**config.mk**
```make
export PLATFORM = sky130hd
export DESIGN_NAME = restoring_divider_with_result_cache_top
export DESIGN_NICKNAME = d
export VERILOG_FILES = /design/src/rtl/rdc_pkg.sv /design/src/rtl/rdc_datapath.sv /design/src/rtl/rdc_ctrl.sv /design/src/rtl/restoring_divider_with_result_cache_top.sv
export SDC_FILE = /design/constraint.sdc
export NUM_CORES = 1
export LEC_CHECK = 0
export BUFFER_PORTS_ARGS = -buffer_cell sky130_fd_sc_hd__buf_2
export CAP_MARGIN = 0
export CELL_PAD_IN_SITES_DETAIL_PLACEMENT = 1
export CELL_PAD_IN_SITES_GLOBAL_PLACEMENT = 2
export CORE_MARGIN = 2
export CORE_UTILIZATION = 37
export DETAILED_ROUTE_END_ITERATION = 10
export GPL_TIMING_DRIVEN = 0
export PLACE_DENSITY = 0.88
export SLEW_MARGIN = 10
export SYNTH_ARGS = -nofsm -noshare
export SYNTH_HDL_FRONTEND = slang
export SYNTH_SLANG_ARGS = --single-unit
```
**constraint.sdc**
```tcl
create_clock -name clk -period 8.65 [get_ports clk]
set_clock_uncertainty 0.1 [all_clocks]
set_input_delay 1.73 -clock clk [delete_from_list [all_inputs] [get_ports clk]]
set_output_delay 1.73 -clock clk [all_outputs]
set_load 0.02 [all_outputs]
```
**src/rtl/rdc_pkg.sv**
```systemverilog
`timescale 1ns / 1ps
// ----------------------------------------------------------------------------
// rdc_pkg: shared types and constants of the restoring divider
// Word layouts, operand width and the command/status bundles that join the
// controller to the datapath.
// ----------------------------------------------------------------------------
package rdc_pkg;

  localparam int DATA_WIDTH = 32;
  localparam int CNT_W      = $clog2(DATA_WIDTH);

  typedef struct packed {
    logic [DATA_WIDTH-1:0] dividend;
    logic [DATA_WIDTH-1:0] divisor;
  } req_t;

  typedef struct packed {
    logic [DATA_WIDTH-1:0] quotient;
    logic [DATA_WIDTH-1:0] remainder;
    logic                  cache_hit;
  } rsp_t;

  // Commands from the controller to the datapath.
  typedef struct packed {
    logic load;      // capture the request operands
    logic start;     // clear the partial remainder and quotient
    logic step;      // one trial subtraction
    logic hit_out;   // send the cached results
    logic miss_out;  // send the fresh results and refill the cache
  } cmd_t;

  // Status from the datapath to the controller.
  typedef struct packed {
    logic hit;       // operands match the cached pair
  } sts_t;

endpackage

```
**src/rtl/rdc_datapath.sv**
```systemverilog
`timescale 1ns / 1ps
// ----------------------------------------------------------------------------
// rdc_datapath: operand, remainder, cache and result registers
// Performs one restoring-division step per command and holds the one-entry
// result cache together with the outgoing result register.
// ----------------------------------------------------------------------------
module rdc_datapath (
  input  logic          clk,
  input  logic          rst,
  input  rdc_pkg::req_t req,
  input  rdc_pkg::cmd_t cmd,
  output rdc_pkg::sts_t sts,
  output rdc_pkg::rsp_t rsp
);

  logic [rdc_pkg::DATA_WIDTH-1:0] op_dividend;
  logic [rdc_pkg::DATA_WIDTH-1:0] op_divisor;
  logic [rdc_pkg::DATA_WIDTH-1:0] bits;
  logic [rdc_pkg::DATA_WIDTH-1:0] rem;
  logic [rdc_pkg::DATA_WIDTH-1:0] quo;
  logic [rdc_pkg::DATA_WIDTH-1:0] last_dividend;
  logic [rdc_pkg::DATA_WIDTH-1:0] last_divisor;
  logic [rdc_pkg::DATA_WIDTH-1:0] last_quotient;
  logic [rdc_pkg::DATA_WIDTH-1:0] last_remainder;

  logic [rdc_pkg::DATA_WIDTH:0]   trial;
  logic [rdc_pkg::DATA_WIDTH-1:0] diff;
  logic                           take;
  logic [rdc_pkg::DATA_WIDTH-1:0] rem_next;
  logic [rdc_pkg::DATA_WIDTH-1:0] quo_next;

  // The shifted remainder keeps its carry-out as an extra top bit, so the
  // compare against the divisor is exact.
  always_comb begin
    trial    = {rem, bits[rdc_pkg::DATA_WIDTH-1]};
    diff     = trial[rdc_pkg::DATA_WIDTH-1:0] - op_divisor;
    take     = (trial >= {1'b0, op_divisor});
    rem_next = take ? diff : trial[rdc_pkg::DATA_WIDTH-1:0];
    quo_next = {quo[rdc_pkg::DATA_WIDTH-2:0], take};
  end

  assign sts.hit = (op_dividend == last_dividend) && (op_divisor == last_divisor);

  always_ff @(posedge clk) begin
    if (cmd.load) begin
      op_dividend <= req.dividend;
      op_divisor  <= req.divisor;
    end
    if (cmd.start) begin
      rem  <= '0;
      quo  <= '0;
      bits <= op_dividend;
    end else if (cmd.step) begin
      rem  <= rem_next;
      quo  <= quo_next;
      bits <= {bits[rdc_pkg::DATA_WIDTH-2:0], 1'b0};
    end
    if (cmd.hit_out) begin
      rsp.quotient  <= last_quotient;
      rsp.remainder <= last_remainder;
      rsp.cache_hit <= 1'b1;
    end else if (cmd.miss_out) begin
      rsp.quotient  <= quo_next;
      rsp.remainder <= rem_next;
      rsp.cache_hit <= 1'b0;
    end
  end

  always_ff @(posedge clk) begin
    if (rst) begin
      last_dividend  <= '0;
      last_divisor   <= '0;
      last_quotient  <= '0;
      last_remainder <= '0;
    end else if (cmd.miss_out) begin
      last_dividend  <= op_dividend;
      last_divisor   <= op_divisor;
      last_quotient  <= quo_next;
      last_remainder <= rem_next;
    end
  end

endmodule

```
**src/rtl/rdc_ctrl.sv**
```systemverilog
`timescale 1ns / 1ps
// ----------------------------------------------------------------------------
// rdc_ctrl: sequencer of the restoring divider
// Accepts one request at a time, checks the cache, counts the division
// steps and owns the valid bit of the result register.
// ----------------------------------------------------------------------------
module rdc_ctrl (
  input  logic          clk,
  input  logic          rst,
  input  logic          req_valid,
  output logic          req_stall,
  output logic          rsp_valid,
  input  logic          rsp_stall,
  input  rdc_pkg::sts_t sts,
  output rdc_pkg::cmd_t cmd
);

  localparam logic [1:0] ST_IDLE = 2'd0;
  localparam logic [1:0] ST_CMP  = 2'd1;
  localparam logic [1:0] ST_DIV  = 2'd2;

  localparam logic [rdc_pkg::CNT_W-1:0] LAST_STEP =
    rdc_pkg::CNT_W'(rdc_pkg::DATA_WIDTH - 1);

  logic [1:0]                state;
  logic [1:0]                state_next;
  logic [rdc_pkg::CNT_W-1:0] count;
  logic [rdc_pkg::CNT_W-1:0] count_next;
  logic                      out_free;

  assign out_free  = !rsp_valid || !rsp_stall;
  assign req_stall = (state != ST_IDLE);

  always_comb begin
    state_next = state;
    count_next = count;
    cmd        = '0;
    case (state)
      ST_IDLE: begin
        if (req_valid) begin
          cmd.load   = 1'b1;
          state_next = ST_CMP;
        end
      end
      ST_CMP: begin
        if (sts.hit) begin
          if (out_free) begin
            cmd.hit_out = 1'b1;
            state_next  = ST_IDLE;
          end
        end else begin
          cmd.start  = 1'b1;
          count_next = '0;
          state_next = ST_DIV;
        end
      end
      ST_DIV: begin
        if (count == LAST_STEP) begin
          if (out_free) begin
            cmd.step     = 1'b1;
            cmd.miss_out = 1'b1;
            state_next   = ST_IDLE;
          end
        end else begin
          cmd.step   = 1'b1;
          count_next = count + 1'b1;
        end
      end
      default: begin
        state_next = ST_IDLE;
      end
    endcase
  end

  always_ff @(posedge clk) begin
    if (rst) begin
      state     <= ST_IDLE;
      count     <= '0;
      rsp_valid <= 1'b0;
    end else begin
      state <= state_next;
      count <= count_next;
      if (cmd.hit_out || cmd.miss_out) begin
        rsp_valid <= 1'b1;
      end else if (!rsp_stall) begin
        rsp_valid <= 1'b0;
      end
    end
  end

endmodule

```
**src/rtl/restoring_divider_with_result_cache_top.sv**
```systemverilog
`timescale 1ns / 1ps
// ----------------------------------------------------------------------------
// restoring_divider_with_result_cache_top: unsigned divider with result cache
// 32-bit unsigned restoring division, one quotient bit per cycle (the last one
// waits for a free output), caching the last operand pair and its results.
// ----------------------------------------------------------------------------
//
//   Channel  Direction  Handshake             Word
//   req      in         req_valid/req_stall   dividend, divisor
//   rsp      out        rsp_valid/rsp_stall   quotient, remainder, cache_hit
//
// A request is taken in an idle cycle and compared with the cached pair in the
// next; a hit goes to the result register from the compare state once that
// register is free. A miss runs 32 trial subtractions, one quotient bit each;
// its last step writes the result and refills the cache, then the block idles.
// Reset clears the control state and the cache, so 0/0 right after reset hits.
// A stalled result stays put; the next request is still taken and only its
// final write waits for the output register.
//
module restoring_divider_with_result_cache_top (
  input  logic          clk,
  input  logic          rst,
  input  logic          req_valid,
  output logic          req_stall,
  input  rdc_pkg::req_t req,
  output logic          rsp_valid,
  input  logic          rsp_stall,
  output rdc_pkg::rsp_t rsp
);

  rdc_pkg::cmd_t cmd;
  rdc_pkg::sts_t sts;

  // The controller sequences compare, division steps and result handoff.
  rdc_ctrl u_ctrl (
    .clk       (clk),
    .rst       (rst),
    .req_valid (req_valid),
    .req_stall (req_stall),
    .rsp_valid (rsp_valid),
    .rsp_stall (rsp_stall),
    .sts       (sts),
    .cmd       (cmd)
  );

  // The datapath holds operands, partial results, the cache and the output.
  rdc_datapath u_datapath (
    .clk (clk),
    .rst (rst),
    .req (req),
    .cmd (cmd),
    .sts (sts),
    .rsp (rsp)
  );

endmodule

```
# Word level (Yosys, flattened, before mapping)

Cells that the tools add are included.

Memory bits (read-only): 0
Memories kept: 0
Logic and storage cells: 66
Register bits after elaboration: 360
Bits in latches: 0
Input bits: 68
Memory bits (writable): 0
Output and inout bits: 67

Equal/unequal tests: 10
Divide/modulo/power cells: 0
Multiply operators: 0
Add/subtract/negate cells: 2
Shift operators: 0
$lt $le $gt $ge: 1
Reductions and logical operators: 12
Multiplexer cells: 26
Bitwise logic cells: 0

Operators with widths:

| cell                                                  | number |
|---|---|
| two-way mux 65 bit                                    | 2 |
| two-way mux 32 bit                                    | 3 |
| equality test 32 bit                                  | 2 |
| greater-or-equal comparator 33 x 32 -> 1 bit          | 1 |
| subtractor 32 bit                                     | 1 |
| two-way mux 1 bit                                     | 13 |
| two-way mux 5 bit                                     | 2 |
| one-hot mux 5 bit (2 select lines)                    | 1 |
| two-way mux 2 bit                                     | 4 |
| nonzero test 2 bit                                    | 4 |
| inequality test 2 bit, second input constant          | 3 |
| one-hot mux 2 bit (3 select lines)                    | 1 |
| adder 5 x 1 -> 5 bit, second input constant           | 1 |
| equality test 5 bit, second input constant            | 1 |
| inequality test 2 x 1 -> 1 bit, second input constant | 2 |
| AND reduction 3 bit                                   | 1 |
| equality test 2 x 1 -> 1 bit, second input constant   | 1 |
| equality test 2 bit, second input constant            | 1 |
| zero test 1 bit                                       | 2 |
| zero test 2 bit                                       | 1 |
| logical OR 1 bit                                      | 2 |
| AND reduction 2 bit                                   | 1 |
| logical AND 1 bit                                     | 1 |

# Longest topological paths before layout

Gate-level depths: netlist of run 1.

Depth after elaboration: 7
Mapped depth: 15

# By module

A second synthesis of run 1 with hierarchy kept.

Cells, all modules: 1494
Area, all modules: 16120.5 µm²

Modules (own cells, without submodules):

| module       | area an instance (µm²) | times used | sequential area each (µm²) | cells an instance |
|---|---|---|---|---|
| rdc_datapath | 15715.1                | 1          | 8648.3                     | 1447 |
| rdc_ctrl     | 405.4                  | 1          | 160.2                      | 47 |

# Worst setup path before layout of run 1

No wires, ideal clock.

Path type: input -> register
Start point: input req_valid
End point: register u_datapath.op_dividend[0] (netlist bit), enable pin
Path slack: 3.589 ns
Arrival time: 4.473 ns
Required time: 8.062 ns
Stages: 2
Path through: inv_1 > nor2_1

RTL lines:

| what                 | RTL line                                      | source |
|---|---|---|
| start, declared      | restoring_divider_with_result_cache_top.sv:23 | `input logic req_valid,` |
| end signal, assigned | rdc_datapath.sv:46                            | `op_dividend <= req.dividend;` |
| end, declared        | rdc_datapath.sv:16                            | `logic [rdc_pkg::DATA_WIDTH-1:0] op_dividend;` |

# Worst setup path in the final report of run 1

Start point: register u_datapath.op_divisor[1] (netlist bit)
End point: register, netlist name u_datapath.rsp[9]

Longest elaborated chain between the ends: 5

RTL lines:

| what                                | RTL line           | source |
|---|---|---|
| start, declared                     | rdc_datapath.sv:17 | `logic [rdc_pkg::DATA_WIDTH-1:0] op_divisor;` |
| start signal, assigned              | rdc_datapath.sv:47 | `op_divisor <= req.divisor;` |
| equality test 32 bit                | rdc_datapath.sv:42 | `assign sts.hit = (op_dividend == last_dividend) && (op_divisor == last_divisor);` |
| logical AND 1 bit                   | rdc_datapath.sv:42 |  |
| two-way mux 1 bit                   | rdc_ctrl.sv:46     | `if (sts.hit) begin` |
| two-way mux 1 bit                   | rdc_ctrl.sv:38     | `case (state)` |
| nonzero test 2 bit (no source line) | --                 |  |

Every way passes these cells.
A chain may end at the register's enable or synchronous reset.

==> metrics.txt, run 1 <==
worst slew pin tran 1.05 ns; Post-Route WL 46100 um; initial drt markers 584; Starting Density 37.2%; Critical Path Source Type flip-flop; total gr overflow 0; drt wl/cell 19.6 um; Setup Fix Bufs, Post-CTS 0; die area 44700 um2; # diodes 0; top post-synthesis cells by area edfxtp_1 (30%), dfxtp_1 (25%), nand2_1 (8.2%); CP startpoint u_datapath.op_divisor[1]; Post-route DRC 0; worst-path fanout max 49; Hold Path Class flip-flop to flip-flop; endpoints failing setup 0; max frequency 224 MHz; TritonCTS clock tree done; Final nets 1883; Post-Synthesis Cells 1598; H-tree Lvls 2; PwrDens 259 nW/um2; crit end category flip-flop; worst path required time 8.80 ns; max_cap viols 0; CTS Buffer Depth 3; commonest non-fill, non-tap cell in the layout nand2_1; Cell variety after synth 68; via count 12200; post-synth top area share 30.2%; Mean Syn Cell Area 9.97 um2; number of flops mapped to enable cells by yosys 160; Routed Antenna Nets 0; dpl hpwl 34900 um; share of synthesized registers carrying an async set or reset 0%; Tmin final 4.46 ns; area grow syn2layout 17.7%; Placer Congestion 0.879; fill count 4849; CTS buffer count 40; most frequent cells in the layout nand2_1 (349), dfxtp_1 (200), a21oi_1 (194), edfxtp_1 (160), buf_2 (140); cell area after synthesis 15900 um2; CTS sink count 360; maximum VDD drop 0.166 mV; final hold violations 0; routed vias/inst 5.19; worst skew pair latency 0.57 ns; CTS Hold Buffers Added 0; DR pass1 iterations 4; total negative slack 0 ns; Arrival @ worst endpoint 4.61 ns; synth warn 0; IO Pins 135; Overall Global Routing Usage 20.8%; pin count of the biggest net entering global routing 50; status completed; Slew headroom 30.0%; core area 42800 um2; Crit Path Class flip-flop to flip-flop; post-synthesis register bit count 360; # resized after CTS 0; sequential fraction of the synthesis area 55.3%; IO Port Bufs 133; Reg-to-Reg Start u_datapath.op_divisor[1]; fraction of layout cells with a size suffix above 1 15.5%; Synth Flop Type dfxtp_1; Clock Pin Slew Worst Setup and Hold Paths 0.06 ns; worst hold margin 0.355 ns; first-pass GRT wire length 71500 um; Pleak 6.89 nW; row count 76; initial antenna violation count 1; unrepaired setup endpoints after global routing false; Chip Width 212 um; count of pins over their slew limit 0; chip height 212 um; root buf cell clkbuf_16; worst min-delay path startpoint u_datapath.last_remainder[4]; vias in the first global route 12800; cell taking the most area after synthesis edfxtp_1; period utilization 51.5%; syn nets 1705
## worst max-delay path, cell delays in order (launching register included)
cell and delay, ns:
edfxtp_1 0.53, xor2_1 0.23, nor4_1 0.58, nand4_1 0.27, nor4_2 0.43, nand2_1 0.30, a21oi_2 0.50, clkbuf_1 0.48
or2_4 0.39, buf_16 0.29
## sequential cells by signal, summed over array words and instances (netlist names), 2 cells and up
register and flops:
u_datapath.bits 32, u_ctrl.state 2, u_datapath.last_dividend 32, u_datapath.last_divisor 32, u_ctrl.count 5, u_datapath.last_quotient 32, u_datapath.quo 31, u_datapath.rsp 65
u_datapath.rem 32, u_datapath.op_dividend 32, u_datapath.op_divisor 32, u_datapath.last_remainder 32
## where the power goes
| group | switching (W) | internal (W) | total [W] |
|---|---|---|---|
| Sequential | 0.000101 | 0.00189 | 0.00199 |
| Clock | 0.000719 | 0.00107 | 0.00179 |
| Combinational | 0.000634 | 0.000437 | 0.00107 |
| Total | 0.00145 | 0.00340 | 0.00485 |
## through the flow
step | instance area [um2] | instances | power, W | setup slack [ns] | utilization, %
finish | 18700 | 2354 | 0.00485 | 4.19 | 43.8
detailed placement | 17400 | 2280 | 0.00309 | 4.17 | 40.6
CTS | 18700 | 2354 | 0.00490 | 4.17 | 43.8
floorplan | 15900 | 1598 | 0.00277 | 3.59 | -
global placement | 17300 | 2277 | 0.00306 | 2.54 | 40.4
global route | 18700 | 2354 | 0.00508 | 4.01 | 43.8
## cell families (layout without fill, tap and decap cells)
group	Yosys count	in the layout	synth area share, %
AOI/OAI and AO/OA	382	382	15.1
xor gates and xnor gates	92	92	5.06
adders and majority gates	39	39	3.11
buffers and inverters	146	356	3.87
DFF	360	360	55.3
muxes	60	60	4.15
and+or+nand+nor	519	519	13.5
## cell usage after synthesis (12+ instances only)
library cell	count
mux2_2	47
a22o_1	33
a211oi_1	18
dfxtp_1	200
nor3_1	19
nand2_1	350
a21oi_1	194
inv_1	45
xor2_1	70
mux2i_1	12
nor4_1	19
clkbuf_1	73
o21ai_0	46
ha_1	38
xnor2_1	22
edfxtp_1	160
buf_1	12
nor2_1	83
a21o_1	24
## path summary, 6_finish.rpt
| check | to | slack [ns] | cells past startpoint |
|---|---|---|---|
| hold / removal | u_datapath.last_remainder[4] | 0.35 | 2 |
| setup / recovery | u_datapath.rsp[9] | 4.19 | 9 |
| hold reg to reg | u_datapath.last_remainder[4] | 0.35 | 2 |
| setup reg to reg | u_datapath.rsp[9] | 4.19 | 9 |
## layout make-up
class / count / area, um2 / area share, %
sequential: 360 / 8810 / 47.0
multi-input combinational: 1092 / 6520 / 34.8
clock inverter: 22 / 308 / 1.64
timing repair buffer: 136 / 733 / 3.91
inverter: 45 / 169 / 0.901
buffer: 101 / 448 / 2.39
clock buffer: 52 / 1080 / 5.74
tap: 546 / 683 / 3.64
## metal layers
layer,vias to the layer above,share of wire [%],global-route usage (%)
li1,5931,-,-
met2,255,49,36.1
met1,5967,45,26.7
met4,0,2.7,7.04
met5,-,0,0
met3,70,4.1,2.95
No activity file was read; power rests on OpenSTA's default activity.
==> run 2: changes to the inputs <==
--- a/config.mk
+++ b/config.mk
@@ -10,10 +10,10 @@
 export CELL_PAD_IN_SITES_DETAIL_PLACEMENT = 1
 export CELL_PAD_IN_SITES_GLOBAL_PLACEMENT = 2
 export CORE_MARGIN = 2
-export CORE_UTILIZATION = 37
+export CORE_UTILIZATION = 35
 export DETAILED_ROUTE_END_ITERATION = 10
 export GPL_TIMING_DRIVEN = 0
-export PLACE_DENSITY = 0.88
+export PLACE_DENSITY = 0.87
 export SLEW_MARGIN = 10
 export SYNTH_ARGS = -nofsm -noshare
 export SYNTH_HDL_FRONTEND = slang
==> constraint.sdc (replaced) <==
create_clock -name clk -period 3.8 [get_ports clk]
set_clock_uncertainty 0.1 [all_clocks]
set_input_delay 0.76 -clock clk [delete_from_list [all_inputs] [get_ports clk]]
set_output_delay 0.76 -clock clk [all_outputs]
set_load 0.02 [all_outputs]
==> run 2 against run 1 <==
- maximum frequency grew 21%
- worst hold slack lost 0.088 ns
- first-iteration DRC count grew 9.8%
- clock-buffer cell count shrank 8
- sequential power increased by 130%
- combinational power grew 140%
- critical path depth is the same
- sequential share of layout area fell by 0.29 points
- routed wire length is 2.4% higher
- worst setup slack lost 4.1 ns
==> metrics.txt, run 2 (same netlist as run 1, synthesis figures left out) <==
unrepaired setup endpoints after global routing false; worst slew pin tran 1.01 ns (-0.0397 ns); Final nets 1890 (+0.37%); Hold Path Class primary input to flip-flop; CTS Hold Buffers Added 0 (unchanged); most frequent cells in the layout nand2_1 (349), dfxtp_1 (200), a21oi_1 (194), edfxtp_1 (160), buf_2 (140); TritonCTS clock tree done; Comb pwr share 23.2% (+1.1 points); Overall Global Routing Usage 20.0% (-0.85 points); max_cap viols 0 (unchanged); endpoints failing setup 0 (unchanged); Non-Filler Instances 2415 (+2.6%); Seq pwr share 41.0% (about the same); PwrDens 584 nW/um2 (+130%); Post-Route WL 47200 um (+2.4%); area grow syn2layout 18.4%; # diodes 0 (unchanged); first-pass GRT wire length 73000 um (+2.0%); initial drt markers 641 (+9.8%); CTS buffer count 40 (unchanged); IO Port Bufs 133 (unchanged); max reg flops 65 (unchanged); post-route cell area 18900 um2 (+0.63%); fraction of layout cells with a size suffix above 1 16.4% (+0.88 points); Slew headroom 32.6% (+2.6 points); DR pass1 iterations 5 (+1); die area 47200 um2 (+5.6%); clock share of power 35.9% (-1.0 points); fill count 5123 (+5.7%); count of pins over their slew limit 0 (unchanged); pin count of the biggest net entering global routing 34 (-32%); Crit Path Class flip-flop to flip-flop; internal power 0.00763 W (+120%); switching fraction of total power 30.8% (+0.77 points); crit end category flip-flop; dpl hpwl 35100 um (+0.51%); routed vias/inst 5.11 (-1.5%); worst-path fanout max 10 (-80%); worst path required time 4.03 ns (-4.77 ns); Tmin final 3.69 ns (-0.767 ns); drt wl/cell 19.6 um (-0.16%); final hold violations 0 (unchanged); CTS Buffer Depth 3 (unchanged); root buf cell clkbuf_16; Switch Pwr 0.00339 W (+130%); Routed Antenna Nets 0 (unchanged); status completed; core area 45200 um2 (+5.6%); row count 78 (+2.6%); IO Pins 135 (unchanged); Placer Congestion 0.877 (-0.27%); most flop-heavy register u_datapath.rsp; chip height 217 um (+2.8%); Arrival @ worst endpoint 3.92 ns (-0.69 ns); Starting Density 35.3% (-2.0 points); initial antenna violation count 1 (unchanged); placed insts 2333 (+2.3%); CTS sink count 360 (unchanged); Clock Pin Slew Worst Setup and Hold Paths 0.06 ns (about the same); multi-input logic area 6610 um2 (+1.4%); Post-route DRC 0 (unchanged); period utilization 97.1% (+46 points); Chip Width 217 um (+2.8%); via count 12400 (+1.0%); commonest non-fill, non-tap cell in the layout nand2_1; Area after DPL 17400 um2 (+0.23%); total gr overflow 0 (unchanged); Pleak 6.92 nW (+0.43%); max frequency 271 MHz (+21%); Critical Path Source Type flip-flop; H-tree Lvls 2 (unchanged); worst skew pair latency 0.57 ns (about the same); Seq. cell area 8810 um2 (unchanged); vias in the first global route 12900 (+0.74%); maximum VDD drop 0.444 mV (+170%)
## run 2: changes by cell type in the layout (fill, tap and decap cells not counted), sizes merged
cell | previous run | this run
clkinvlp | 2 | 4
buf | 162 | 166
inv | 48 | 47
clkbuf | 127 | 119
or2 | 2 | 5
bufinv | 6 | 5
clkinv | 11 | 19
## run 2: final cells by class
cell class,count,share of cell area [%]
sequential,360,46.7
multi-input combinational,1095,35.0
clock buffer,44,5.39
tap,600,3.98
timing repair buffer,140,3.94
buffer,101,2.38
clock inverter,30,1.68
inverter,45,0.896
## run 2: power by group through the flow
| stage | clock [W] | combinational [W] | sequential, W |
|---|---|---|---|
| 5_1_grt | 0.00419 | 0.00278 | 0.00454 |
| 3_5_place_dp | 0 | 0.00246 | 0.00459 |
| 6_report | 0.00395 | 0.00255 | 0.00451 |
| 4_1_cts | 0.00404 | 0.00252 | 0.00451 |
| 2_1_floorplan | 0 | 0.00181 | 0.00449 |
| 3_3_place_gp | 0 | 0.00237 | 0.00458 |
## run 2: final timing paths
path | end | slack [ns] | cells after the start | start
hold / removal | u_datapath.op_dividend[9] | 0.27 | 1 | req[41]
hold reg to reg | u_datapath.last_remainder[1] | 0.36 | 2 | u_datapath.last_remainder[1]
setup reg to reg | u_datapath.rsp[53] | 0.11 | 9 | u_datapath.op_divisor[3]
setup / recovery | u_datapath.rsp[53] | 0.11 | 9 | u_datapath.op_divisor[3]
## run 2: per-layer routing
metal  vias up  track usage, %  wire length [um]
met2       252            34.4             22800
met3        82            4.28              2350
li1       5963               -                 -
met5         -               0                12
met1      6052            25.3             21000
met4         2            5.41              1080
## run 2: metrics by stage
stage	power [W]	utilization [%]	setup TNS [ns]	worst slack [ns]	hold WS (ns)
CTS	0.0111	41.6	-0.00313	-0.00313	0.241
finish	0.0110	41.7	0	0.111	0.267
detailed placement	0.00705	38.5	-68.18	-0.868	0.349
floorplan	0.00630	-	0	0.457	0.336
global route	0.0115	41.7	0	0.0162	0.248
global placement	0.00695	38.4	-97.56	-1.23	0.341
## run 2: worst max-delay path: stages (launching register included)
cell      delay, ns
edfxtp_1       0.49
xor2_1         0.19
nor4_1         0.47
nand4_1        0.22
nor4_4         0.47
nand2_1        0.30
a21oi_4        0.36
nor2_1         0.23
clkbuf_1       0.33
a22o_1         0.28
## run 2: timing repair
action                                  in CTS  in global routing
gates resized for setup                     11                  3
cloned                                       3                  0
pin swaps                                    0                  1
endpoints found under the setup margin     127                 15
buffers inserted                             0                  5
